## src/hdl/lennard_jones_force_sum_top_macros.svh

```systemverilog
// ----------------------------------------------------------------------------
// Lennard-Jones force sum: assertion macros
// Shared concurrent assertion forms, clocked on clk and idle in reset.
// ----------------------------------------------------------------------------
`ifndef LENNARD_JONES_FORCE_SUM_TOP_MACROS_SVH
`define LENNARD_JONES_FORCE_SUM_TOP_MACROS_SVH

// Same-cycle implication
`define LJ_ASSERT_IMP(label, ante, cons, msg) \
	label: assert property (@(posedge clk) disable iff (!arst_n) (ante) |-> (cons)) \
		else $error(msg);

// Next-cycle implication
`define LJ_ASSERT_NXT(label, ante, cons, msg) \
	label: assert property (@(posedge clk) disable iff (!arst_n) (ante) |=> (cons)) \
		else $error(msg);

`endif

```

## src/hdl/lj_pkg.sv

```systemverilog
// ----------------------------------------------------------------------------
// Lennard-Jones force sum: package
// Widths, register indexes, shared types and the saturating accumulate.
// ----------------------------------------------------------------------------
package lj_pkg;

	localparam int COORD_BITS    = 24;
	localparam int ACC_BITS      = 48;
	localparam int OUT_BITS      = 48;
	localparam int MAG_BITS      = ACC_BITS - 1;
	localparam int OUT_MAG_BITS  = OUT_BITS - 1;
	localparam int R2_BITS       = 2 * COORD_BITS + 2;
	localparam int U_SHIFT       = 2 * COORD_BITS - 16;
	localparam int W_BITS        = 16;
	localparam int W_FRAC        = 8 + 8;
	localparam int EMIT_SHIFT    = 14;
	localparam int SIGMA_BITS    = 24;
	localparam int EPS_BITS      = 32;
	localparam int CFG_IDX_BITS  = 2;
	localparam int CFG_DATA_BITS = 32;
	localparam int DIV_BITS      = 96;
	localparam int DIV_CNT_BITS  = $clog2(DIV_BITS);
	localparam int MUL_BITS      = 64;
	localparam int PROD_BITS     = 2 * MUL_BITS;
	localparam int Q_DEPTH       = 4;
	localparam int Q_PTR_BITS    = $clog2(Q_DEPTH);
	localparam int Q_CNT_BITS    = $clog2(Q_DEPTH + 1);

	localparam logic [CFG_IDX_BITS-1:0] REG_SIGMA   = CFG_IDX_BITS'(0);
	localparam logic [CFG_IDX_BITS-1:0] REG_EPSILON = CFG_IDX_BITS'(1);

	typedef struct packed {
		logic [2:0][COORD_BITS-1:0] ad;
		logic [2:0]                 dneg;
		logic [W_BITS-1:0]          aw;
		logic                       wneg;
		logic                       skip;
		logic                       last;
	} lj_item_t;

	typedef struct packed {
		logic     valid;
		lj_item_t item;
	} lj_queue_t;

	typedef struct packed {
		logic                start;
		logic [MUL_BITS-1:0] a;
		logic [MUL_BITS-1:0] b;
	} lj_mul_req_t;

	typedef struct packed {
		logic                start;
		logic [DIV_BITS-1:0] num;
		logic [R2_BITS-1:0]  den;
	} lj_div_req_t;

	typedef struct packed {
		logic signed [ACC_BITS-1:0] sum;
		logic                       sat;
	} lj_acc_t;

	typedef enum logic [4:0] {
		S_IDLE, S_SQ_GO, S_SQ_WAIT, S_SS_GO, S_SS_WAIT, S_UDIV_GO, S_UDIV_WAIT,
		S_U2_GO, S_U2_WAIT, S_U3_GO, S_U3_WAIT, S_U6_GO, S_U6_WAIT,
		S_EN_GO, S_EN_WAIT, S_G_GO, S_G_WAIT, S_FN_GO, S_FN_WAIT,
		S_FDIV_GO, S_FDIV_WAIT, S_LAST, S_EM_GO, S_EM_WAIT, S_OUT
	} lj_state_t;

	// Add a signed magnitude to a sum, clamping symmetrically at +-(2^(ACC_BITS-1)-1)
	function automatic lj_acc_t acc_add(input logic signed [ACC_BITS-1:0] acc,
			input logic [MAG_BITS-1:0] mag, input logic neg);
		logic signed [ACC_BITS:0] lim;
		logic signed [ACC_BITS:0] nlim;
		logic signed [ACC_BITS:0] t;
		logic signed [ACC_BITS:0] s;
		lj_acc_t r;
		lim  = $signed({2'b00, {MAG_BITS{1'b1}}});
		nlim = -lim;
		t    = neg ? -$signed({2'b00, mag}) : $signed({2'b00, mag});
		s    = $signed({acc[ACC_BITS-1], acc}) + t;
		r.sat = 1'b0;
		if (s > lim) begin
			r.sum = lim[ACC_BITS-1:0];
			r.sat = 1'b1;
		end else if (s < nlim) begin
			r.sum = nlim[ACC_BITS-1:0];
			r.sat = 1'b1;
		end else begin
			r.sum = s[ACC_BITS-1:0];
		end
		return r;
	endfunction

endpackage

```

## src/hdl/lj_mul.sv

```systemverilog
// ----------------------------------------------------------------------------
// Lennard-Jones force sum: shared multiplier
// 64 x 64 product built from four 32 x 32 partial products, one a cycle.
// ----------------------------------------------------------------------------
module lj_mul import lj_pkg::*; (
	input  logic                 clk,
	input  logic                 arst_n,
	input  lj_mul_req_t          req,
	output logic [PROD_BITS-1:0] prod,
	output logic                 done
);

	localparam int HALF = MUL_BITS / 2;

	logic [MUL_BITS-1:0]  a_q;
	logic [MUL_BITS-1:0]  b_q;
	logic [PROD_BITS-1:0] acc_q;
	logic [1:0]           cnt_q;
	logic                 busy_q;
	logic                 done_q;
	logic [HALF-1:0]      a_part;
	logic [HALF-1:0]      b_part;
	logic [MUL_BITS-1:0]  pp;
	logic [1:0]           pos;

	// Pick the partial product for this step
	assign a_part = cnt_q[0] ? a_q[MUL_BITS-1:HALF] : a_q[HALF-1:0];
	assign b_part = cnt_q[1] ? b_q[MUL_BITS-1:HALF] : b_q[HALF-1:0];
	assign pp     = a_part * b_part;
	assign pos    = 2'(cnt_q[0]) + 2'(cnt_q[1]);

	assign prod = acc_q;
	assign done = done_q;

	always_ff @(posedge clk) begin
		if (req.start) begin
			a_q   <= req.a;
			b_q   <= req.b;
			acc_q <= '0;
		end else if (busy_q) begin
			acc_q <= acc_q + (PROD_BITS'(pp) << {pos, 5'b00000});
		end
	end

	// Step count
	always_ff @(posedge clk or negedge arst_n) begin
		if (!arst_n) begin
			cnt_q  <= '0;
			busy_q <= 1'b0;
			done_q <= 1'b0;
		end else begin
			done_q <= 1'b0;
			if (req.start) begin
				cnt_q  <= '0;
				busy_q <= 1'b1;
			end else if (busy_q) begin
				cnt_q <= cnt_q + 1'b1;
				if (cnt_q == 2'd3) begin
					busy_q <= 1'b0;
					done_q <= 1'b1;
				end
			end
		end
	end

endmodule

```

## config.mk

```make
export PLATFORM = sky130hd
export DESIGN_NAME = lj_mul
export DESIGN_NICKNAME = d
export VERILOG_FILES = /design/src/hdl/lennard_jones_force_sum_top_macros.svh /design/src/hdl/lj_pkg.sv /design/src/hdl/lj_mul.sv
export SDC_FILE = /design/constraint.sdc
export NUM_CORES = 2
export LEC_CHECK = 0
export BUFFER_PORTS_ARGS = -buffer_cell sky130_fd_sc_hd__buf_2
export CORE_MARGIN = 5
export CORE_UTILIZATION = 40
export DETAILED_ROUTE_END_ITERATION = 6
export SKIP_LAST_GASP = 1
export SLEW_MARGIN = 20
export SYNTH_ARGS = -nofsm -noshare
export SYNTH_HDL_FRONTEND = slang
export SYNTH_SLANG_ARGS = --single-unit
```

## constraint.sdc

```tcl
create_clock -name clk -period 11.3 [get_ports clk]
set_clock_uncertainty 0.2 [all_clocks]
set_input_delay 1.13 -clock clk [delete_from_list [all_inputs] [get_ports clk]]
set_output_delay 1.13 -clock clk [all_outputs]
set_load 0.005 [all_outputs]
```

==> flow_metrics.tcl <==
set metrics [dict create \
    synthMuxAreaShare 0.0446 \
    grt_usage 0.298 \
    tightest_slew_ns 1.05 \
    vias_per_cell 5.38 \
    post-route-period-util 1.03 \
    finalHoldViolCount 0 \
    synth_fa_ha_area_frac 0.453 \
    dieWidth_um 365 \
    multi_input_area_mm2 0.0422 \
    drt-met1-wl_mm 82.7 \
    clkTransAtPathRegs_ns 0.07 \
    rsz0062_at_grt "yes" \
    report.final.slew_viol_count 0 \
    fp-row-count 130 \
    finalCriticalPeriod_ns 11.64 \
    yosysWarnings 0 \
    dr.first_iter.drc_count 3871 \
    synthesis.nets 7171 \
    r2r_slack_ns -0.34 \
    place.detailed.hpwl_mm 165 \
    critical_path_peak_fanout 9 \
    h-tree-depth 2 \
    cts_tree "done" \
    ys_seq_elements 260 \
    relSlewSlack 0.298 \
    met3_length_mm 18.3 \
    cts_hold_buf 0 \
    core-area_mm2 0.125 \
    clockRootBuffer "clkbuf_16" \
    synthFlopType "edfxtp_1" \
    gp_congestion 0.979 \
    slowest_stage "fa_2" \
    drt-pass1-iter-count 6 \
    drc 0 \
    ant_nets 0 \
    cp-end-kind "flop" \
    vias 46600 \
    clock_sinks 260 \
    netlist.area_leader.share 0.356 \
    regArea_mm2 0.00652 \
    synth_area_leaders "fa_1 36%, ha_1 9.7%, edfxtp_1 7.6%" \
    grt_pass1_wl_mm 298 \
    cp_slowest_stage_delay_ns 0.62 \
    worst_slack_ns -0.342 \
    crit_arrival_ns 11.95 \
    violations "negative setup slack" \
    layout-drive-gt1-share 0.303 \
    antenna_found_initial 5 \
    yosysSeqAreaShare 0.129 \
    worstReg2RegStart "cnt_q[0]" \
    wl_per_cell_um 23.2 \
    start_kind "flop" \
    cp_common_cell "fa_1" \
    top_layer "met5" \
    crit_type "reg -> reg" \
    nNetsFinal 8396 \
    dieArea_mm2 0.133 \
    synthSimpleGateAreaFrac 0.148 \
    drv_cap 0 \
    netlist_area_mm2 0.0505 \
    synth_edf_count 128 \
    clk_path_buf_depth 3 \
    wl_met2_mm 90.4 \
    fillCellCount 11300 \
    hold_class "in -> async" \
    setup_viol 23 \
    clock_latency_ns 0.65 \
    mostFrequentLayoutCells "1072 x buf_4, 873 x inv_1, 855 x fa_1" \
    gr-total-overflow 0 \
    synth_cell_types 83 \
    cts_made_buffers 36 \
    syn_inst 5752 \
    port_buffers 259 \
    cp.required_ns 11.61 \
    area_growth_pct 34.1 \
    io_pins 260 \
    status "complete, but fails checks" \
    synth-xor-area-share 0.0314 \
    fmax_ghz 0.0859 \
    synth_top_family_by_area "adder cells" \
    r2r-end "prod[119]" \
    synth_top_area_cell "fa_1" \
    worstRegToRegCells 49 \
    start_util 0.402 \
    final_util 0.540 \
    grt_max_degree 82 \
    synth_compound_area_frac 0.104 \
    async_flop_share 0.0154 \
    dieHeight_um 365 \
    grt_pass1_vias 48000 \
    syn_avg_cell_area_um2 8.77 \
    wl_mm 201 \
    final_common_cell "buf_4" \
]
layer usage:
metal / vias to the layer above / track usage
li1: 20800 / -
met1: 23500 / 0.402
met2: 1972 / 0.470
met3: 399 / 0.0620
met4: 2 / 0.120
met5: - / 0
timing repair:
action,in CTS,in global routing
setup endpoints to repair,55,74
setup buffers,128,90
resized for setup,381,319
pin swaps,149,211
gates cloned,9,1
how the worst max path moves through the flow:
stage             start        end  slack (ns)
2_1_floorplan  cnt_q[1]  prod[127]       0.006
3_3_place_gp   cnt_q[0]  prod[126]       -0.75
3_5_place_dp   cnt_q[1]   prod[98]       -0.74
4_1_cts        cnt_q[1]  prod[117]       -0.18
5_1_grt        cnt_q[0]  prod[119]       -0.60
6_report       cnt_q[0]  prod[119]       -0.34
registers in the layout, summed over array words and instances (netlist names):
register  count
prod        128
a_q          64
b_q          64
cnt_q         2
busy_q        1
done          1
synthesized netlist by cell type (all sizes together) (8+ instances only):
cell and count:
a211oi 20, a21boi 12, a21o 126, a21oi 266
a22o 49, a31oi 18, and2 51, and3 19
buf 28, clkbuf 289, dfxtp 128, edfxtp 128
fa 897, ha 391, inv 895, mux2 71
mux2i 145, nand2 625, nand2b 23, nand3 35
nand4 76, nor2 848, nor2b 23, nor3 37
nor4 8, o211ai 16, o21a 15, o21ai 134
o21bai 42, o22ai 30, o31ai 17, xnor2 113
xor2 68
layout make-up:
type,count,area share
tap,1650,0.0305
inverter,896,0.0497
clock buffer,44,0.0144
timing repair buffer,1504,0.182
multi-input combinational,4279,0.624
clock inverter,19,0.00366
antenna,3,0.000111
sequential,260,0.0963
logic make-up (layout without fill, tap and decap cells):
| group | after synthesis | after routing |
|---|---|---|
| buffers and inverters | 1213 | 2463 |
| adders and majority gates | 1288 | 1288 |
| DFF | 260 | 260 |
| xor gates and xnor gates | 181 | 181 |
| muxes | 216 | 216 |
| and+or+nand+nor | 1786 | 1786 |
| AOI/OAI and AO/OA | 808 | 808 |
| other | 0 | 3 |
critical path, delay by kind of cell, from the launching register on:
kind	cells	cell delay, ns
adders and majority gates	10	4.59
muxes	1	0.21
AOI/OAI and AO/OA	15	2.73
xor gates and xnor gates	2	0.32
buffers and inverters	14	1.74
and+or+nand+nor	7	1.11
DFF	1	0.57
stage by stage:
| stage | hold WS [ns] | setup slack, ns | cell area, um2 | setup TNS (ns) | instances |
|---|---|---|---|---|---|
| 3_3_place_gp | 0.269 | -0.746 | 61500 | -16.16 | 8377 |
| 2_1_floorplan | 0.274 | 0.00644 | 50500 | 0 | 5752 |
| 5_1_grt | 0.149 | -0.605 | 67700 | -14.39 | 8652 |
| 6_report | 0.168 | -0.342 | 67700 | -3.46 | 8655 |
| 4_1_cts | 0.134 | -0.180 | 65700 | -1.69 | 8577 |
| 3_5_place_dp | 0.281 | -0.743 | 61500 | -18.64 | 8377 |
Power is left out: the tool's default activity adds up to more than one toggle a clock period on the data nets, which glitch-free logic cannot reach.
