<file path="config.mk">
export PLATFORM = sky130hd
export DESIGN_NAME = lj_div
export DESIGN_NICKNAME = d
export VERILOG_FILES = /design/src/hdl/lennard_jones_force_sum_top_macros.svh /design/src/hdl/lj_pkg.sv /design/src/hdl/lj_div.sv
export SDC_FILE = /design/constraint.sdc
export NUM_CORES = 1
export LEC_CHECK = 0
export ABC_AREA = 1
export BUFFER_PORTS_ARGS = -buffer_cell sky130_fd_sc_hd__buf_2
export CORE_UTILIZATION = 30
export CTS_CLUSTER_SIZE = 30
export DETAILED_ROUTE_END_ITERATION = 16
export GPL_ROUTABILITY_DRIVEN = 0
export GPL_TIMING_DRIVEN = 0
export PLACE_DENSITY = 0.49
export SLEW_MARGIN = 20
export SYNTH_ARGS = -nofsm -noshare
export SYNTH_HDL_FRONTEND = slang
export SYNTH_SLANG_ARGS = --single-unit
</file>
<file path="constraint.sdc">
create_clock -name clk -period 10.03 [get_ports clk]
set_clock_uncertainty 0.2 [all_clocks]
set_input_delay 1.5045 -clock clk [delete_from_list [all_inputs] [get_ports clk]]
set_output_delay 1.5045 -clock clk [all_outputs]
set_load 0.02 [all_outputs]
</file>
<file path="src/hdl/lennard_jones_force_sum_top_macros.svh">
// ----------------------------------------------------------------------------
// Lennard-Jones force sum: assertion macros
// Shared concurrent assertion forms, clocked on clk and idle in reset.
// ----------------------------------------------------------------------------
`ifndef LENNARD_JONES_FORCE_SUM_TOP_MACROS_SVH
`define LENNARD_JONES_FORCE_SUM_TOP_MACROS_SVH

// Same-cycle implication
`define LJ_ASSERT_IMP(label, ante, cons, msg) \
	label: assert property (@(posedge clk) disable iff (!arst_n) (ante) |-> (cons)) \
		else $error(msg);

// Next-cycle implication
`define LJ_ASSERT_NXT(label, ante, cons, msg) \
	label: assert property (@(posedge clk) disable iff (!arst_n) (ante) |=> (cons)) \
		else $error(msg);

`endif

</file>
<file path="src/hdl/lj_pkg.sv">
// ----------------------------------------------------------------------------
// Lennard-Jones force sum: package
// Widths, register indexes, shared types and the saturating accumulate.
// ----------------------------------------------------------------------------
package lj_pkg;

	localparam int COORD_BITS    = 24;
	localparam int ACC_BITS      = 48;
	localparam int OUT_BITS      = 48;
	localparam int MAG_BITS      = ACC_BITS - 1;
	localparam int OUT_MAG_BITS  = OUT_BITS - 1;
	localparam int R2_BITS       = 2 * COORD_BITS + 2;
	localparam int U_SHIFT       = 2 * COORD_BITS - 16;
	localparam int W_BITS        = 16;
	localparam int W_FRAC        = 8 + 8;
	localparam int EMIT_SHIFT    = 14;
	localparam int SIGMA_BITS    = 24;
	localparam int EPS_BITS      = 32;
	localparam int CFG_IDX_BITS  = 2;
	localparam int CFG_DATA_BITS = 32;
	localparam int DIV_BITS      = 96;
	localparam int DIV_CNT_BITS  = $clog2(DIV_BITS);
	localparam int MUL_BITS      = 64;
	localparam int PROD_BITS     = 2 * MUL_BITS;
	localparam int Q_DEPTH       = 4;
	localparam int Q_PTR_BITS    = $clog2(Q_DEPTH);
	localparam int Q_CNT_BITS    = $clog2(Q_DEPTH + 1);

	localparam logic [CFG_IDX_BITS-1:0] REG_SIGMA   = CFG_IDX_BITS'(0);
	localparam logic [CFG_IDX_BITS-1:0] REG_EPSILON = CFG_IDX_BITS'(1);

	typedef struct packed {
		logic [2:0][COORD_BITS-1:0] ad;
		logic [2:0]                 dneg;
		logic [W_BITS-1:0]          aw;
		logic                       wneg;
		logic                       skip;
		logic                       last;
	} lj_item_t;

	typedef struct packed {
		logic     valid;
		lj_item_t item;
	} lj_queue_t;

	typedef struct packed {
		logic                start;
		logic [MUL_BITS-1:0] a;
		logic [MUL_BITS-1:0] b;
	} lj_mul_req_t;

	typedef struct packed {
		logic                start;
		logic [DIV_BITS-1:0] num;
		logic [R2_BITS-1:0]  den;
	} lj_div_req_t;

	typedef struct packed {
		logic signed [ACC_BITS-1:0] sum;
		logic                       sat;
	} lj_acc_t;

	typedef enum logic [4:0] {
		S_IDLE, S_SQ_GO, S_SQ_WAIT, S_SS_GO, S_SS_WAIT, S_UDIV_GO, S_UDIV_WAIT,
		S_U2_GO, S_U2_WAIT, S_U3_GO, S_U3_WAIT, S_U6_GO, S_U6_WAIT,
		S_EN_GO, S_EN_WAIT, S_G_GO, S_G_WAIT, S_FN_GO, S_FN_WAIT,
		S_FDIV_GO, S_FDIV_WAIT, S_LAST, S_EM_GO, S_EM_WAIT, S_OUT
	} lj_state_t;

	// Add a signed magnitude to a sum, clamping symmetrically at +-(2^(ACC_BITS-1)-1)
	function automatic lj_acc_t acc_add(input logic signed [ACC_BITS-1:0] acc,
			input logic [MAG_BITS-1:0] mag, input logic neg);
		logic signed [ACC_BITS:0] lim;
		logic signed [ACC_BITS:0] nlim;
		logic signed [ACC_BITS:0] t;
		logic signed [ACC_BITS:0] s;
		lj_acc_t r;
		lim  = $signed({2'b00, {MAG_BITS{1'b1}}});
		nlim = -lim;
		t    = neg ? -$signed({2'b00, mag}) : $signed({2'b00, mag});
		s    = $signed({acc[ACC_BITS-1], acc}) + t;
		r.sat = 1'b0;
		if (s > lim) begin
			r.sum = lim[ACC_BITS-1:0];
			r.sat = 1'b1;
		end else if (s < nlim) begin
			r.sum = nlim[ACC_BITS-1:0];
			r.sat = 1'b1;
		end else begin
			r.sum = s[ACC_BITS-1:0];
		end
		return r;
	endfunction

endpackage

</file>
<file path="src/hdl/lj_div.sv">
// ----------------------------------------------------------------------------
// Lennard-Jones force sum: shared divider
// Restoring division, one quotient bit a cycle over the full numerator.
// ----------------------------------------------------------------------------
module lj_div import lj_pkg::*; (
	input  logic                clk,
	input  logic                arst_n,
	input  lj_div_req_t         req,
	output logic [DIV_BITS-1:0] quo,
	output logic                done
);

	logic [DIV_BITS-1:0]     nq_q;
	logic [R2_BITS-1:0]      den_q;
	logic [R2_BITS-1:0]      rem_q;
	logic [DIV_CNT_BITS-1:0] cnt_q;
	logic                    busy_q;
	logic                    done_q;
	logic [R2_BITS:0]        rem_sh;
	logic                    ge;
	logic [R2_BITS:0]        rem_sub;

	// One restoring step
	assign rem_sh  = {rem_q, nq_q[DIV_BITS-1]};
	assign ge      = rem_sh >= {1'b0, den_q};
	assign rem_sub = rem_sh - {1'b0, den_q};

	assign quo  = nq_q;
	assign done = done_q;

	always_ff @(posedge clk) begin
		if (req.start) begin
			nq_q  <= req.num;
			den_q <= req.den;
			rem_q <= '0;
		end else if (busy_q) begin
			nq_q  <= {nq_q[DIV_BITS-2:0], ge};
			rem_q <= ge ? rem_sub[R2_BITS-1:0] : rem_sh[R2_BITS-1:0];
		end
	end

	always_ff @(posedge clk or negedge arst_n) begin
		if (!arst_n) begin
			cnt_q  <= '0;
			busy_q <= 1'b0;
			done_q <= 1'b0;
		end else begin
			done_q <= 1'b0;
			if (req.start) begin
				cnt_q  <= '0;
				busy_q <= 1'b1;
			end else if (busy_q) begin
				cnt_q <= cnt_q + 1'b1;
				if (cnt_q == DIV_CNT_BITS'(DIV_BITS - 1)) begin
					busy_q <= 1'b0;
					done_q <= 1'b1;
				end
			end
		end
	end

endmodule

</file>
==> impl_metrics.py <==
metrics = {
    "outcome": {
        "outcome": "complete, no violations",
    },
    "clocking": {
        "cts.sinks": 205,
        "clk_path_buf_depth": 3,
        "postCtsSetupBuffers": 0,
        "cts.htree.levels": 1,
        "cts_tree": "yes",
        "path_clk_slew_ns": 0.06,
        "cts-resized-gates": 0,
        "clock_latency_ns": 0.57,
        "cts_inserted_buffers": 27,
        "cts_hold_buf": 0,
        "clock-root-buffer": "clkbuf_16",
    },
    "route": {
        "drt.antenna.violating_nets": 0,
        "num_vias": 12400,
        "drcViolationCount": 0,
        "via_per_inst": 4.588,
        "dr.first_iter.drc_count": 850,
        "routed_wl_mm": 43.50,
        "dr.pass1.iters": 5,
        "avgRoutedWirePerCell_um": 16.09,
    },
    "logic_synthesis": {
        "synth_warnings": 0,
        "synth_edf_count": 146,
        "synth_cell_type_count": 33,
        "ys.flop_type": "edfxtp_1",
        "synth-seq-area-share": 0.4336,
        "synthArstFlopShare": 0.04390,
        "synth-xor-area-share": 0.01692,
        "yosys-top-cells-area": "edfxtp_1 (34%), nand2_1 (23%), inv_1 (10%)",
        "yosysTopAreaCellShare": 0.3388,
        "synth_compound_area_frac": 0.02843,
        "synthesis.area_um2": 12940,
        "synth_fa_ha_area_frac": 0.05087,
        "synth_top_family_by_area": "simple AND/OR/NAND/NOR gates",
        "synth_mux_area_frac": 0,
        "syn_avg_cell_area_um2": 6.938,
        "syn_nets": 2066,
        "ys_ff_latch": 205,
        "synthCells": 1865,
        "synth_top_area_cell": "edfxtp_1",
        "synth-simple-area-share": 0.3516,
    },
    "grt": {
        "grt_start_max_net_pins": 53,
        "grt_usage": 0.1972,
        "grt_overflow": 0,
        "grt_antenna_before_repair": 9,
        "grt_pass1_vias": 12170,
        "grt_pass1_wl_mm": 67.39,
    },
    "finish": {
        "fin_nets": 2342,
        "ff_latch_area_um2": 5610,
        "multiInputGateArea_um2": 5794,
        "fillers": 4630,
        "drive_above_1_share": 0.1427,
        "syn_to_final_growth_pct": 21.50,
    },
    "critical_path": {
        "crit_required_ns": 10.06,
        "r2r-start": "den_q[26]$_DFFE_PP_",
        "crit_arrival_ns": 4.11,
        "path_class": "input pin to flip-flop",
        "reg2reg_slack_ns": 6.92,
        "ff2ff_path_depth": 13,
        "cp_max_fo": 52,
        "timing.rr.end": "rem_q[35]$_SDFFE_PP0P_",
        "start_kind": "input pin",
        "crit_path_end_kind": "flip-flop",
    },
    "timing": {
        "finalSetupViolations": 0,
        "max_freq_mhz": 245.1,
        "period_needed_ns": 4.080,
        "hold_viol": 0,
        "finalMaxSlewViolations": 0,
        "relSlewSlack": 0.4717,
        "period_share": 0.4068,
        "rsz0062_at_grt": "false",
        "fin_setup_tns_ns": 0,
        "tightest_slew_ns": 0.7895,
    },
    "worst_hold_path": {
        "min_to": "cnt_q[6]$_DFFE_PN0P_",
        "hold_depth": 1,
        "hold_path.class": "flip-flop to flip-flop",
        "holdCritStartpoint": "cnt_q[6]$_DFFE_PN0P_",
    },
    "pwr": {
        "total_power_uw": 3499,
        "power_switching_uw": 1447,
        "clockPowerShare": 0.259,
        "ir_worst_vdd_mv": 0.1229,
        "power_density_nw_per_um2": 222.6,
        "pwr-share-comb": 0.422,
        "power_frac_seq": 0.319,
        "switching_share": 0.4135,
        "leakage_uw": 0.008432,
        "p_int_uw": 2052,
    },
    "die": {
        "die_w_um": 209.7,
        "std_cell_rows": 75,
        "fp.dieH_um": 209.7,
        "io_pins": 246,
        "core_um2": 42230,
        "start_util": 0.3064,
        "die_area_um2": 43960,
    },
    "placement": {
        "hpwl_mm": 34.57,
        "port_buffers": 245,
    },
    "flow_run": {
        "drv_cap": 0,
    },
}
-- kinds of logic after synthesis --
logic type,Yosys count
buf+inv,402
compound gates,70
simple gates,1111
fa+ha+maj,52
xor+xnor,25
flops,205
-- cells in the final DEF (no fill, tap or decap), drive strengths merged, types with 3 or more instances in the layout --
| cell | netlist | routed |
|---|---|---|
| xnor2 | 23 | 23 |
| diode | 0 | 5 |
| nand2 | 801 | 801 |
| dfrtp | 9 | 9 |
| nand3b | 5 | 5 |
| nor2 | 105 | 105 |
| inv | 350 | 351 |
| nor3 | 9 | 9 |
| edfxtp | 146 | 146 |
| clkbuf | 41 | 70 |
| a21oi | 33 | 33 |
| nand3 | 123 | 123 |
| ha | 51 | 51 |
| clkinv | 0 | 15 |
| buf | 11 | 258 |
| o21bai | 3 | 3 |
| o21ai | 32 | 32 |
| dfxtp | 50 | 50 |
| and2 | 3 | 3 |
| nand4 | 61 | 61 |
-- cell type report --
| type | count | area share |
|---|---|---|
| Antenna cell | 5 | 0.0007959 |
| Buffer | 52 | 0.01425 |
| Clock buffer | 29 | 0.04346 |
| Clock inverter | 18 | 0.007880 |
| Inverter | 350 | 0.08357 |
| Multi-Input combinational cell | 1258 | 0.3686 |
| Sequential cell | 205 | 0.3569 |
| Tap cell | 539 | 0.04290 |
| Timing Repair Buffer | 247 | 0.08166 |
-- power by group through the flow --
stage,Sequential [µW],Clock (µW),Combinational [µW]
6_report,1120,907,1480
3_3_place_gp,1130,0,1460
5_1_grt,1130,971,1660
4_1_cts,1120,944,1470
2_1_floorplan,1160,0,987
3_5_place_dp,1130,0,1460
-- cells in the mapped netlist (2+ instances only) --
master,number
a21oi_1,32
and2_1,3
and3_1,2
buf_2,5
buf_4,5
clkbuf_1,41
dfrtp_1,9
dfxtp_1,50
edfxtp_1,146
ha_1,51
inv_1,346
inv_2,4
nand2_1,800
nand3_1,121
nand3_2,2
nand3b_1,5
nand4_1,61
nor2_1,102
nor2_2,3
nor3_1,8
nor4_1,2
o21ai_0,5
o21ai_1,27
o21bai_1,3
xnor2_1,23
xor2_1,2
-- worst max-delay path by stage --
stage | from | endpoint | slack, ns | depth (start not counted)
3_3_place_gp | req[146] | rem_q[31]$_SDFFE_PP0P_ | 1.02 | 6
5_1_grt | req[146] | quo[61]$_DFFE_PP_ | 5.77 | 7
6_report | req[146] | quo[61]$_DFFE_PP_ | 5.95 | 7
2_1_floorplan | req[146] | quo[0]$_DFFE_PP_ | 4.57 | 4
3_5_place_dp | req[146] | quo[61]$_DFFE_PP_ | 5.32 | 7
4_1_cts | req[146] | quo[61]$_DFFE_PP_ | 5.93 | 7
-- flip-flops by register name, summed over array words and instances, names as in the netlist --
register	flops
quo	96
den_q	50
cnt_q	7
done	1
busy_q	1
rem_q	50
-- critical path, stage by stage --
cell and delay [ns]:
buf_4 0.56, nor2_1 0.35, inv_1 0.21, clkbuf_1 0.43
clkbuf_4 0.38, buf_16 0.27, buf_16 0.28
-- stage by stage --
stage | hold slack [ns] | util | cell area, µm² | std cells | setup slack [ns]
floorplan | 0.2336 | - | 12940 | 1865 | 4.571
global placement | 0.2517 | 0.3514 | 14840 | 2649 | 1.023
detailed placement | 0.2557 | 0.3529 | 14900 | 2651 | 5.323
CTS | 0.2640 | 0.3720 | 15710 | 2698 | 5.933
global route | 0.2886 | 0.3720 | 15710 | 2699 | 5.765
finish | 0.2589 | 0.3723 | 15720 | 2703 | 5.950
-- metal layers --
metal	global-route usage	up-vias	routed length, µm
li1	-	6344	-
met1	0.2538	5595	19240
met2	0.3205	379	19390
met3	0.05776	73	3546
met4	0.05462	10	1266
met5	0	-	54
No activity file was read; power rests on OpenSTA's default activity.
