`src/hdl/lennard_jones_force_sum_top_macros.svh`:
```
// ----------------------------------------------------------------------------
// Lennard-Jones force sum: assertion macros
// Shared concurrent assertion forms, clocked on clk and idle in reset.
// ----------------------------------------------------------------------------
`ifndef LENNARD_JONES_FORCE_SUM_TOP_MACROS_SVH
`define LENNARD_JONES_FORCE_SUM_TOP_MACROS_SVH

// Same-cycle implication
`define LJ_ASSERT_IMP(label, ante, cons, msg) \
	label: assert property (@(posedge clk) disable iff (!arst_n) (ante) |-> (cons)) \
		else $error(msg);

// Next-cycle implication
`define LJ_ASSERT_NXT(label, ante, cons, msg) \
	label: assert property (@(posedge clk) disable iff (!arst_n) (ante) |=> (cons)) \
		else $error(msg);

`endif

```
`src/hdl/lj_pkg.sv`:
```
// ----------------------------------------------------------------------------
// Lennard-Jones force sum: package
// Widths, register indexes, shared types and the saturating accumulate.
// ----------------------------------------------------------------------------
package lj_pkg;

	localparam int COORD_BITS    = 24;
	localparam int ACC_BITS      = 48;
	localparam int OUT_BITS      = 48;
	localparam int MAG_BITS      = ACC_BITS - 1;
	localparam int OUT_MAG_BITS  = OUT_BITS - 1;
	localparam int R2_BITS       = 2 * COORD_BITS + 2;
	localparam int U_SHIFT       = 2 * COORD_BITS - 16;
	localparam int W_BITS        = 16;
	localparam int W_FRAC        = 8 + 8;
	localparam int EMIT_SHIFT    = 14;
	localparam int SIGMA_BITS    = 24;
	localparam int EPS_BITS      = 32;
	localparam int CFG_IDX_BITS  = 2;
	localparam int CFG_DATA_BITS = 32;
	localparam int DIV_BITS      = 96;
	localparam int DIV_CNT_BITS  = $clog2(DIV_BITS);
	localparam int MUL_BITS      = 64;
	localparam int PROD_BITS     = 2 * MUL_BITS;
	localparam int Q_DEPTH       = 4;
	localparam int Q_PTR_BITS    = $clog2(Q_DEPTH);
	localparam int Q_CNT_BITS    = $clog2(Q_DEPTH + 1);

	localparam logic [CFG_IDX_BITS-1:0] REG_SIGMA   = CFG_IDX_BITS'(0);
	localparam logic [CFG_IDX_BITS-1:0] REG_EPSILON = CFG_IDX_BITS'(1);

	typedef struct packed {
		logic [2:0][COORD_BITS-1:0] ad;
		logic [2:0]                 dneg;
		logic [W_BITS-1:0]          aw;
		logic                       wneg;
		logic                       skip;
		logic                       last;
	} lj_item_t;

	typedef struct packed {
		logic     valid;
		lj_item_t item;
	} lj_queue_t;

	typedef struct packed {
		logic                start;
		logic [MUL_BITS-1:0] a;
		logic [MUL_BITS-1:0] b;
	} lj_mul_req_t;

	typedef struct packed {
		logic                start;
		logic [DIV_BITS-1:0] num;
		logic [R2_BITS-1:0]  den;
	} lj_div_req_t;

	typedef struct packed {
		logic signed [ACC_BITS-1:0] sum;
		logic                       sat;
	} lj_acc_t;

	typedef enum logic [4:0] {
		S_IDLE, S_SQ_GO, S_SQ_WAIT, S_SS_GO, S_SS_WAIT, S_UDIV_GO, S_UDIV_WAIT,
		S_U2_GO, S_U2_WAIT, S_U3_GO, S_U3_WAIT, S_U6_GO, S_U6_WAIT,
		S_EN_GO, S_EN_WAIT, S_G_GO, S_G_WAIT, S_FN_GO, S_FN_WAIT,
		S_FDIV_GO, S_FDIV_WAIT, S_LAST, S_EM_GO, S_EM_WAIT, S_OUT
	} lj_state_t;

	// Add a signed magnitude to a sum, clamping symmetrically at +-(2^(ACC_BITS-1)-1)
	function automatic lj_acc_t acc_add(input logic signed [ACC_BITS-1:0] acc,
			input logic [MAG_BITS-1:0] mag, input logic neg);
		logic signed [ACC_BITS:0] lim;
		logic signed [ACC_BITS:0] nlim;
		logic signed [ACC_BITS:0] t;
		logic signed [ACC_BITS:0] s;
		lj_acc_t r;
		lim  = $signed({2'b00, {MAG_BITS{1'b1}}});
		nlim = -lim;
		t    = neg ? -$signed({2'b00, mag}) : $signed({2'b00, mag});
		s    = $signed({acc[ACC_BITS-1], acc}) + t;
		r.sat = 1'b0;
		if (s > lim) begin
			r.sum = lim[ACC_BITS-1:0];
			r.sat = 1'b1;
		end else if (s < nlim) begin
			r.sum = nlim[ACC_BITS-1:0];
			r.sat = 1'b1;
		end else begin
			r.sum = s[ACC_BITS-1:0];
		end
		return r;
	endfunction

endpackage

```
`src/hdl/lj_front.sv`:
```
// ----------------------------------------------------------------------------
// Lennard-Jones force sum: front end
// Accepts pairs, forms separations and weight magnitude, queues the items.
// ----------------------------------------------------------------------------
`include "lennard_jones_force_sum_top_macros.svh"

module lj_front import lj_pkg::*; (
	input  logic                     clk,
	input  logic                     arst_n,
	input  logic                     item_valid,
	output logic                     item_stall,
	input  logic [COORD_BITS-1:0]    target_x,
	input  logic [COORD_BITS-1:0]    target_y,
	input  logic [COORD_BITS-1:0]    target_z,
	input  logic [COORD_BITS-1:0]    source_x,
	input  logic [COORD_BITS-1:0]    source_y,
	input  logic [COORD_BITS-1:0]    source_z,
	input  logic signed [W_BITS-1:0] source_weight,
	input  logic                     last_source,
	output lj_queue_t                queue,
	input  logic                     pop
);

	logic [2:0][COORD_BITS-1:0] tgt;
	logic [2:0][COORD_BITS-1:0] src;
	logic [2:0][COORD_BITS:0]   diff;
	lj_item_t                   cls;
	lj_item_t                   mem_q [Q_DEPTH];
	logic [Q_PTR_BITS-1:0]      wr_ptr_q;
	logic [Q_PTR_BITS-1:0]      rd_ptr_q;
	logic [Q_CNT_BITS-1:0]      count_q;
	logic                       push;

	assign tgt = {target_z, target_y, target_x};
	assign src = {source_z, source_y, source_x};

	// Classify the pair: per-axis magnitude and sign, zero separation, weight magnitude
	always_comb begin
		for (int i = 0; i < 3; i++) begin
			diff[i]        = {1'b0, tgt[i]} - {1'b0, src[i]};
			cls.dneg[i]    = diff[i][COORD_BITS];
			cls.ad[i]      = diff[i][COORD_BITS] ? COORD_BITS'(-diff[i])
			                                     : diff[i][COORD_BITS-1:0];
		end
		cls.skip = (cls.ad[0] | cls.ad[1] | cls.ad[2]) == '0;
		cls.wneg = source_weight[W_BITS-1];
		cls.aw   = source_weight[W_BITS-1] ? W_BITS'(-source_weight)
		                                   : W_BITS'(source_weight);
		cls.last = last_source;
	end

	assign item_stall  = count_q == Q_CNT_BITS'(Q_DEPTH);
	assign push        = item_valid && !item_stall;
	assign queue.valid = count_q != '0;
	assign queue.item  = mem_q[rd_ptr_q];

	// Queue storage
	always_ff @(posedge clk) begin
		if (push) begin
			mem_q[wr_ptr_q] <= cls;
		end
	end

	// Queue pointers and fill
	always_ff @(posedge clk or negedge arst_n) begin
		if (!arst_n) begin
			wr_ptr_q <= '0;
			rd_ptr_q <= '0;
			count_q  <= '0;
		end else begin
			if (push) begin
				wr_ptr_q <= wr_ptr_q + 1'b1;
			end
			if (pop) begin
				rd_ptr_q <= rd_ptr_q + 1'b1;
			end
			count_q <= count_q + Q_CNT_BITS'(push) - Q_CNT_BITS'(pop);
		end
	end

	`LJ_ASSERT_IMP(a_pop_not_empty, pop, count_q != '0, "item popped from empty queue")
	`LJ_ASSERT_NXT(a_fill_moves, push && !pop, count_q != '0, "queue fill lost a push")

endmodule

```
`config.mk`:
```
export PLATFORM = sky130hd
export DESIGN_NAME = lj_front
export DESIGN_NICKNAME = d
export VERILOG_FILES = /design/src/hdl/lj_pkg.sv /design/src/hdl/lj_front.sv
export VERILOG_INCLUDE_DIRS = /design/src /design/src/hdl
export SDC_FILE = /design/constraint.sdc
export NUM_CORES = 1
export LEC_CHECK = 0
export ABC_AREA = 1
export BUFFER_PORTS_ARGS = -buffer_cell sky130_fd_sc_hd__buf_2
export CAP_MARGIN = 10
export CORE_ASPECT_RATIO = 0.5
export CORE_UTILIZATION = 45
export CTS_BUF_LIST = sky130_fd_sc_hd__clkbuf_4 sky130_fd_sc_hd__clkbuf_8
export CTS_CLUSTER_DIAMETER = 80
export DETAILED_ROUTE_END_ITERATION = 6
export GPL_TIMING_DRIVEN = 1
export SYNTH_ARGS = -nofsm -noshare
export SYNTH_HDL_FRONTEND = slang
export SYNTH_SLANG_ARGS = --single-unit
```
`constraint.sdc`:
```
create_clock -name clk -period 10.9 [get_ports clk]
set_clock_uncertainty 0.1 [all_clocks]
set_input_delay 0.545 -clock clk [delete_from_list [all_inputs] [get_ports clk]]
set_output_delay 0.545 -clock clk [all_outputs]
set_load 0.02 [all_outputs]
```
==> results of run 1 <==
## layer usage
metal,global-route usage (%),share of wire [%],vias up
met4,4.74,1.7,0
li1,-,-,9398
met5,0,0,-
met2,36.6,47,407
met1,30.6,47,8572
met3,3.27,4.4,72
## power by group
group / switching (uW) / total [uW] / internal (uW)
registers: 109 / 2160 / 2050
clock network: 522 / 1050 / 530
logic: 1800 / 2480 / 680
total: 2430 / 5690 / 3260
## kinds of logic after synthesis
logic type	Yosys count	share of synthesized area [%]
AND/OR/NAND/NOR	1308	24.9
buffers and inverters	456	7.83
AO/OA/AOI/OAI	398	9.61
flip-flops	383	50.9
adder cells (fa/ha/maj)	86	4.91
XOR/XNOR	47	1.83
## flip-flops by register name, indices dropped and copies added (netlist names)
name / cells
mem_q: 376
rd_ptr_q: 2
wr_ptr_q: 2
count_q: 3
## through the flow
step / cell area (um^2) / std cells
final: 25500 / 3623
after global routing: 25500 / 3623
after CTS: 25500 / 3623
after detailed placement: 24500 / 3530
after global placement: 24500 / 3530
after floorplan: 22500 / 2678
## cells in the final DEF (no fill, tap or decap), types with 6 or more instances in the layout
cell,netlist,layout
clkbuf_8,0,55
nor3_1,22,22
buf_2,2,260
o22ai_1,94,94
a21oi_1,63,63
o21bai_1,8,8
nand4_1,30,30
clkbuf_4,0,12
buf_4,2,15
nor2_2,29,29
xor2_1,36,36
nand2_2,50,50
nor2_1,353,349
clkinv_2,0,6
o21ai_0,218,218
clkinv_1,4,19
edfxtp_1,376,376
nand3_2,12,12
nand2_1,621,621
xnor2_1,11,11
inv_2,21,22
nor2_4,3,7
nand3_1,161,161
nand3b_1,15,15
inv_1,357,356
ha_1,82,82
## timing repair
item | 4_1_cts | 5_1_grt
endpoints found under the hold margin | 7 | 0
resized for setup | 0 | 0
hold buffers | 1 | 0
## cell type report
| class | count | share of cell area, % |
|---|---|---|
| timing repair buffer | 276 | 5.59 |
| sequential | 383 | 45.0 |
| multi-input combinational | 1839 | 36.6 |
| inverter | 384 | 5.69 |
| clock inverter | 25 | 0.531 |
| tap | 649 | 3.19 |
| clock buffer | 67 | 3.33 |
## worst min path at each step
stage | slack [ns] | cells after the start | startpoint | endpoint
floorplan | 0.15 | 0 | arst_n | count_q[0]
global placement | 0.29 | 1 | arst_n | rd_ptr_q[0]
detailed placement | 0.29 | 1 | arst_n | wr_ptr_q[1]
CTS | 0.03 | 2 | pop | rd_ptr_q[0]
global route | 0.03 | 2 | pop | rd_ptr_q[0]
finish | 0.08 | 2 | pop | rd_ptr_q[0]
==> summary.txt, run 1 <==
Cells after Synth = 2678
Relative slew slack = 37.5%
Worst setup margin = 6.14 ns
Critical path required time = 10.26 ns
Synth top area share = 50.1%
Synth async-reset ratio = 1.83%
Fin crit period = 4.76 ns
Slowest CP cell = dfrtp_4
Final setup fails = 0
Fin Setup TNS = 0 ns
Worst EP arrival = 4.12 ns
Initial antenna violation count = 0
Pre-CTS WS = 6.68 ns
Levels on crit path = 6
Final hold slack = 0.0799 ns
VDD IR max = 173 uV
GP Congestion = 0.894
Reg-to-reg slack, setup = 7.94 ns
H-tree levels = 2
FILL cells = 4712
Max-Cap Viols = 0
RR Startpoint = count_q[1]
Top cell type by total area after synthesis = edfxtp_1
Nature of the critical path endpoint = primary output
Peak per-stage delay on the critical path = 0.70 ns
Crit-path cells = inv_4 -> buf_4 -> buf_4 -> o21ai_0 -> o22ai_1 -> buf_2
Crit-path max FO = 70
Most frequent CP cell = buf_4
Share of layout cells above drive strength 1 = 16.4%
Routed len/inst = 15.7 um
Vias/cell = 5.09
Nets = 3189
DRC violations left = 0
EDFF count, synth = 376
Clock buffer depth = 3
Sequential area share after synthesis = 50.9%
Chip width = 318 um
#FFs+latches synth = 383
Die H = 160 um
Global-route wire length before repair = 89900 um
Hold Vio Cnt, Final = 0
Io pins = 261
Netlist cell types = 44
Initial DRC count = 1055
Skew-Pair Late Insertion Delay = 0.58 ns
Slew Viols, Final = 0
Overall power = 5690 uW
Clock Sink Count = 383
# Post-CTS Setup Buffers = 0
Hold Path Class = input pin to flop
Routed Antenna Nets = 0
Status = finished, final reports clean
CP endpoint = queue[20]
Yosys warns = 0
Vias in the first global route = 17122
Antenna cells = 0
Net Count, Synth = 2929
First-pass DRT Iterations = 7
Critical Path Source = rd_ptr_q[0]
FF/Latch Area = 11500 um^2
Critical path class = flop to primary output
GRT overflow = 0
CTS tree = built
Largest delay share family, worst path = buffers and inverters
R2R cell count = 6
Row cnt = 57
Power Density = 223 nW/um^2
Via Count = 18449
Detailed placement HPWL = 40200 um
Area growth syn-to-layout = 13.0%
Most frequent cell after synthesis = nand2_1
Area of the multi-input gates = 9330 um^2
Total Wirelength = 56800 um
Top cells by count, synth = 621 x nand2_1, 376 x edfxtp_1, 357 x inv_1, 353 x nor2_1, 218 x o21ai_0
CP Launch Type = flop
Tot GR Track Use = 22.0%
Port Buffer Count = 260
Synth Flop Type = edfxtp_1
Slew at the pin closest to its max-slew limit = 0.937 ns
Synthesized area = 22500 um^2
Largest net degree at the start of global routing = 78
Starting density of the core = 46.0%
P_leak = 0.0113 uW
CP bufs+invs = 4
Total CTS buffers = 54
Final period util = 43.7%
FMAX = 0.210 GHz
CTS Root Cell = clkbuf_8
Final core occ = 52.0%
Full die area = 51000 um^2
Area contributors post-synth = edfxtp_1 50%, nand2_1 10%, inv_1 5.9%, nor2_1 5.9%, o21ai_0 4.8%
Clk slew on worst S/H paths = 0.06 ns
Worst reg2reg endpoint = mem_q[2][50]
Synthesized area per cell = 8.41 um^2
Core footprint = 49000 um^2
Unrepaired setup endpoints after global routing = false
Note: power is estimated with default switching activity, not from simulation.
==> inputs of run 2 (changes only) <==
PLACE_DENSITY = 0.67   (was default)
clock period = 4.09 ns   (was 10.9 ns; I/O delays follow)
==> summary.txt, run 2 (synthesis results as in run 1) <==
Status = finished, final reports clean
Final period util = 82.3%
Met2 routed WL = 27400 um
CP bufs+invs = 3
Fin Setup TNS = 0 ns
Vias/cell = 5.12
FMAX = 0.297 GHz
Routed len/inst = 15.7 um
Via Count = 18768
Peak per-stage delay on the critical path = 0.68 ns
Commonest non-fill, non-tap cell in the layout = nand2_1
Area growth syn-to-layout = 15.6%
First-pass DRT Iterations = 6
Worst EP arrival = 3.06 ns
Registers with the most flip-flops = mem_q x376, count_q x3
Row cnt = 57
Final setup fails = 0
Crit-path cells = inv_4 -> buf_4 -> o21ai_0 -> o22ai_1 -> buf_2
CTS Root Cell = clkbuf_8
Hold buffers post-CTS = 21
Max-Cap Viols = 0
Critical path required time = 3.79 ns
Slew at the pin closest to its max-slew limit = 0.949 ns
Post-cts resize count = 0
Most frequent cells in the layout = 621 x nand2_1, 376 x edfxtp_1, 356 x inv_1
Initial antenna violation count = 1
Largest delay share family, worst path = buffers and inverters
Antenna cells = 0
Max reg flops = 376
Chip width = 318 um
Largest net degree at the start of global routing = 95
Core footprint = 49000 um^2
CTS tree = built
Hold Vio Cnt, Final = 0
Routed Antenna Nets = 0
Tot GR Track Use = 22.3%
Relative slew slack = 36.6%
Nets = 3225
Full die area = 51000 um^2
# Post-CTS Setup Buffers = 0
Clk slew on worst S/H paths = 0.07 ns
Total CTS buffers = 54
Skew-Pair Late Insertion Delay = 0.60 ns
Detailed placement HPWL = 41300 um
Port Buffer Count = 260
P_leak = 0.0116 uW
Reg with most FFs = mem_q
Slowest CP cell = dfrtp_4
Nature of the critical path endpoint = primary output
Vias in the first global route = 17524
GRT overflow = 0
Hold Path Class = input pin to flop
Starting density of the core = 46.0%
Critical path class = flop to primary output
Initial DRC count = 1366
DRC violations left = 0
Share of layout cells above drive strength 1 = 16.9%
Global-route wire length before repair = 91400 um
Fin crit period = 3.36 ns
Io pins = 261
Clock Sink Count = 383
Post-DP Area = 24700 um^2
Crit-path max FO = 57
Top sig layer = met4
H-tree levels = 2
Met1 wire length = 26300 um
Worst setup margin = 0.725 ns
Final Instance Area = 26100 um^2
Unrepaired setup endpoints after global routing = false
Total Wirelength = 57500 um
Clock buffer depth = 3
VDD IR max = 437 uV
Slew Viols, Final = 0
Power Density = 606 nW/um^2
Pre-CTS WS = 0.422 ns
GP Congestion = 0.913
DR WL met3 = 2830 um
CP Launch Type = flop
Die H = 160 um
==> run 2: power by group <==
group | internal, uW | switching, uW | leakage, uW
Sequential | 5450 | 245 | 0.00352
Clock | 1780 | 1410 | 0.000597
Combinational | 1960 | 4930 | 0.00751
==> run 2: final timing paths <==
path	from	endpoint	slack [ns]	depth (start not counted)
setup / recovery	rd_ptr_q[0]	queue[44]	0.73	5
hold / removal	source_weight[1]	mem_q[0][4]	0.08	3
setup reg to reg	count_q[2]	mem_q[0][18]	1.71	6
hold reg to reg	count_q[0]	count_q[0]	0.48	1
max in group asynchronous	arst_n	rd_ptr_q[0]	3.16	3
min in group asynchronous	arst_n	count_q[2]	0.46	3
==> run 2: worst reg2reg max path, delay by kind of cell (launching register included) <==
kind | cells | cell delay (ns)
compound gates | 1 | 0.06
simple gates | 2 | 0.84
buf+inv | 3 | 0.67
flops | 1 | 0.36
==> run 2: routing by layer <==
metal | track usage [%] | vias up
met5 | 0 | -
met4 | 4.98 | 0
met3 | 2.90 | 77
met2 | 38.0 | 422
met1 | 30.4 | 8776
li1 | - | 9493
==> run 2: metrics by stage <==
step           std cells  utilization (%)  power [uW]  hold slack, ns
6_report            3664             53.2       15800          0.0813
3_3_place_gp        3546             50.4       12600         -0.0577
2_1_floorplan       2678                -       10200          -0.191
5_1_grt             3664             53.2       16800           0.108
3_5_place_dp        3546             50.4       12700         -0.0523
4_1_cts             3664             53.2       15900          0.0488
==> run 2: area by class of cell <==
class / count / area, um^2
well taps: 649 / 812
clock buffers: 70 / 882
repair buffers: 312 / 1840
clock inverters: 27 / 264
fillers: 4542 / 22900
multi-input cells: 1839 / 9330
inverters: 384 / 1450
flip-flops and latches: 383 / 11500
==> inputs of run 3 (changes only) <==
ABC_AREA = 0   (was 1)
clock period = 2.7 ns   (was 4.09 ns; I/O delays follow)
==> summary.txt, run 3 <==
Status = finished with violations
Failing checks = negative setup slack
First-pass DRT Iterations = 5
Vias/cell = 5.35
P_leak = 0.0121 uW
Initial DRC count = 1048
Sequential area share after synthesis = 54.3%
Port Buffer Count = 260
Detailed placement HPWL = 42200 um
Total Wirelength = 55500 um
DRC violations left = 0
Area growth syn-to-layout = 42.0%
#FFs+latches synth = 383
Chip width = 308 um
Io pins = 261
Row cnt = 55
VDD IR max = 458 uV
Fin crit period = 4.02 ns
Critical path class = input pin to flop
Starting density of the core = 46.2%
FMAX = 0.249 GHz
Synthesized area = 21100 um^2
Share of layout cells above drive strength 1 = 47.2%
Hold Vio Cnt, Final = 0
Nature of the critical path endpoint = flop
Power Density = 818 nW/um^2
CP Launch Type = input pin
Synthesized area per cell = 13.0 um^2
EDFF count, synth = 376
Max-Cap Viols = 0
Top cells by count, synth = 376 x edfxtp_1, 107 x inv_1, 94 x a21oi_1, 94 x mux4_2, 94 x nand2_1
FILL cells = 3332
Net Count, Synth = 1882
CP endpoint = mem_q[3][1]
Antenna cells = 0
Global-route wire length before repair = 87500 um
CTS Root Cell = clkbuf_8
Synth Flop Type = edfxtp_1
R2R cell count = 10
Synth top area share = 53.4%
Reg-to-reg slack, setup = 0.52 ns
Clock Sink Count = 383
Routed len/inst = 17.9 um
Final core occ = 65.6%
Hold Path Class = input pin to flop
Yosys warns = 0
GRT overflow = 0
Netlist cell types = 84
Synth async-reset ratio = 1.83%
CP bufs+invs = 3
RR Startpoint = count_q[1]
GP Congestion = 0.888
FF/Latch Area = 11500 um^2
Registers with the most flip-flops = mem_q x376, count_q x3
Initial antenna violation count = 0
Crit-path cells = buf_8 -> inv_12 -> ha_4 -> inv_2 -> fa_2 -> a21o_1 -> a221oi_4 -> xnor2_2 -> a211o_1 -> nor4_4 -> or4b_4 -> or3_4 -> o41ai_4 -> xnor2_2 -> or4_4 -> nor4_4 -> o2111a_1
Slew at the pin closest to its max-slew limit = 0.724 ns
Max reg flops = 376
Total CTS buffers = 54
Core footprint = 45800 um^2
Final period util = 149%
Worst reg2reg endpoint = count_q[2]
Vias in the first global route = 16681
Skew-Pair Late Insertion Delay = 0.59 ns
Clock buffer depth = 3
Critical Path Source = target_z[0]
Worst setup margin = -1.32 ns
Unrepaired setup endpoints after global routing = true
Top cell type by total area after synthesis = edfxtp_1
Routed Antenna Nets = 0
Die H = 155 um
Final setup fails = 72
Crit-path max FO = 4
Clk slew on worst S/H paths = 0.07 ns
Levels on crit path = 17
Slew Viols, Final = 0
H-tree levels = 2
Most frequent cell after synthesis = edfxtp_1
Worst EP arrival = 4.34 ns
Overall power = 24500 uW
Largest delay share family, worst path = simple AND/OR/NAND/NOR gates
Peak per-stage delay on the critical path = 0.51 ns
Cells after Synth = 1631
Area contributors post-synth = edfxtp_1 53%, mux4_2 10%, ha_1 4.9%, xnor2_1 3.3%, a21oi_1 2.2%
Largest net degree at the start of global routing = 40
Critical path required time = 3.02 ns
Slowest CP cell = or4b_4
Nets = 2679
Most frequent cells in the layout = 477 x buf_4, 376 x edfxtp_1, 254 x buf_2
Via Count = 16566
Relative slew slack = 51.7%
Area of the multi-input gates = 10400 um^2
CTS tree = built
Reg with most FFs = mem_q
Tot GR Track Use = 23.1%
Commonest non-fill, non-tap cell in the layout = buf_4
Full die area = 47900 um^2
-- run 3: changes by cell type after synthesis, sizes merged, moves of 23 or more --
cell / delta
inv: -273
nand3: -148
a21oi: +27
nand2: -580
a21o: +23
xnor2: +68
o21ai: -140
mux4: +94
nor2: -312
o22ai: -91
-- run 3: metrics by stage --
| stage | setup TNS (ns) | instance area (um^2) | worst slack [ns] | instances | hold WS (ns) |
|---|---|---|---|---|---|
| after detailed placement | -174.35 | 27600 | -2.09 | 2931 | -0.108 |
| after CTS | -19.86 | 29400 | -1.29 | 3068 | 0.0660 |
| after global placement | -166.53 | 27600 | -2.02 | 2931 | -0.108 |
| after global routing | -31.27 | 30000 | -1.42 | 3096 | 0.0552 |
| after floorplan | -49.02 | 22100 | -1.67 | 1631 | -0.261 |
| final | -22.84 | 30000 | -1.32 | 3096 | 0.0688 |
-- run 3: cell families after synthesis --
logic type      count (synthesis)  synth area share (%)
xor+xnor                      120                  4.97
compound gates                394                  12.7
flops                         383                  54.3
mux                           100                  10.3
simple gates                  380                  9.47
fa+ha+maj                      86                  5.23
buf+inv                       168                  3.04
-- run 3: timing repair --
| action | 4_1_cts | 5_1_grt |
|---|---|---|
| hold buffers | 23 | 0 |
| endpoints found under the setup margin | 107 | 140 |
| resized for setup | 77 | 74 |
| setup buffers | 20 | 30 |
| pin swaps | 28 | 31 |
| hold endpoints to repair | 85 | 0 |
-- run 3: cell type report --
type / instances / area share [%]
inverters: 109 / 1.59
repair buffers: 800 / 19.3
multi-input cells: 1080 / 34.8
clock buffers: 74 / 3.00
well taps: 627 / 2.61
flip-flops and latches: 383 / 38.2
clock inverters: 23 / 0.521
-- run 3: where the power goes --
| part | total, uW | internal [uW] | switching [uW] |
|---|---|---|---|
| combinational | 11300 | 5080 | 6180 |
| sequential | 8880 | 8390 | 488 |
| clock | 4410 | 2350 | 2060 |
-- run 3: worst register-to-register path, stage by stage, from the launching register on --
cell and delay [ns]:
dfrtp_1 0.44, nor3b_1 0.26, nor2b_1 0.11, inv_1 0.07
ha_1 0.22, inv_1 0.06, ha_1 0.13, inv_1 0.04
fa_1 0.37, xnor2_1 0.18, xnor2_1 0.14
-- run 3: worst min path at each step --
stage                               to  cells past startpoint         from  slack (ns)
after floorplan             count_q[0]                      0       arst_n       -0.26
final                     mem_q[0][22]                      4  source_x[0]        0.07
after global placement      count_q[0]                      1       arst_n       -0.11
after global routing      mem_q[0][22]                      4  source_x[0]        0.06
after detailed placement    count_q[0]                      1       arst_n       -0.11
after CTS                 mem_q[0][22]                      4  source_x[0]        0.07
-- run 3: metal layers --
layer | vias up | GRT usage (%) | part of all wire (%)
met2 | 404 | 39.5 | 49
met5 | - | 0 | 0
met1 | 8100 | 31.7 | 44
li1 | 7993 | - | -
met4 | 0 | 5.19 | 1.9
met3 | 69 | 2.90 | 4.8
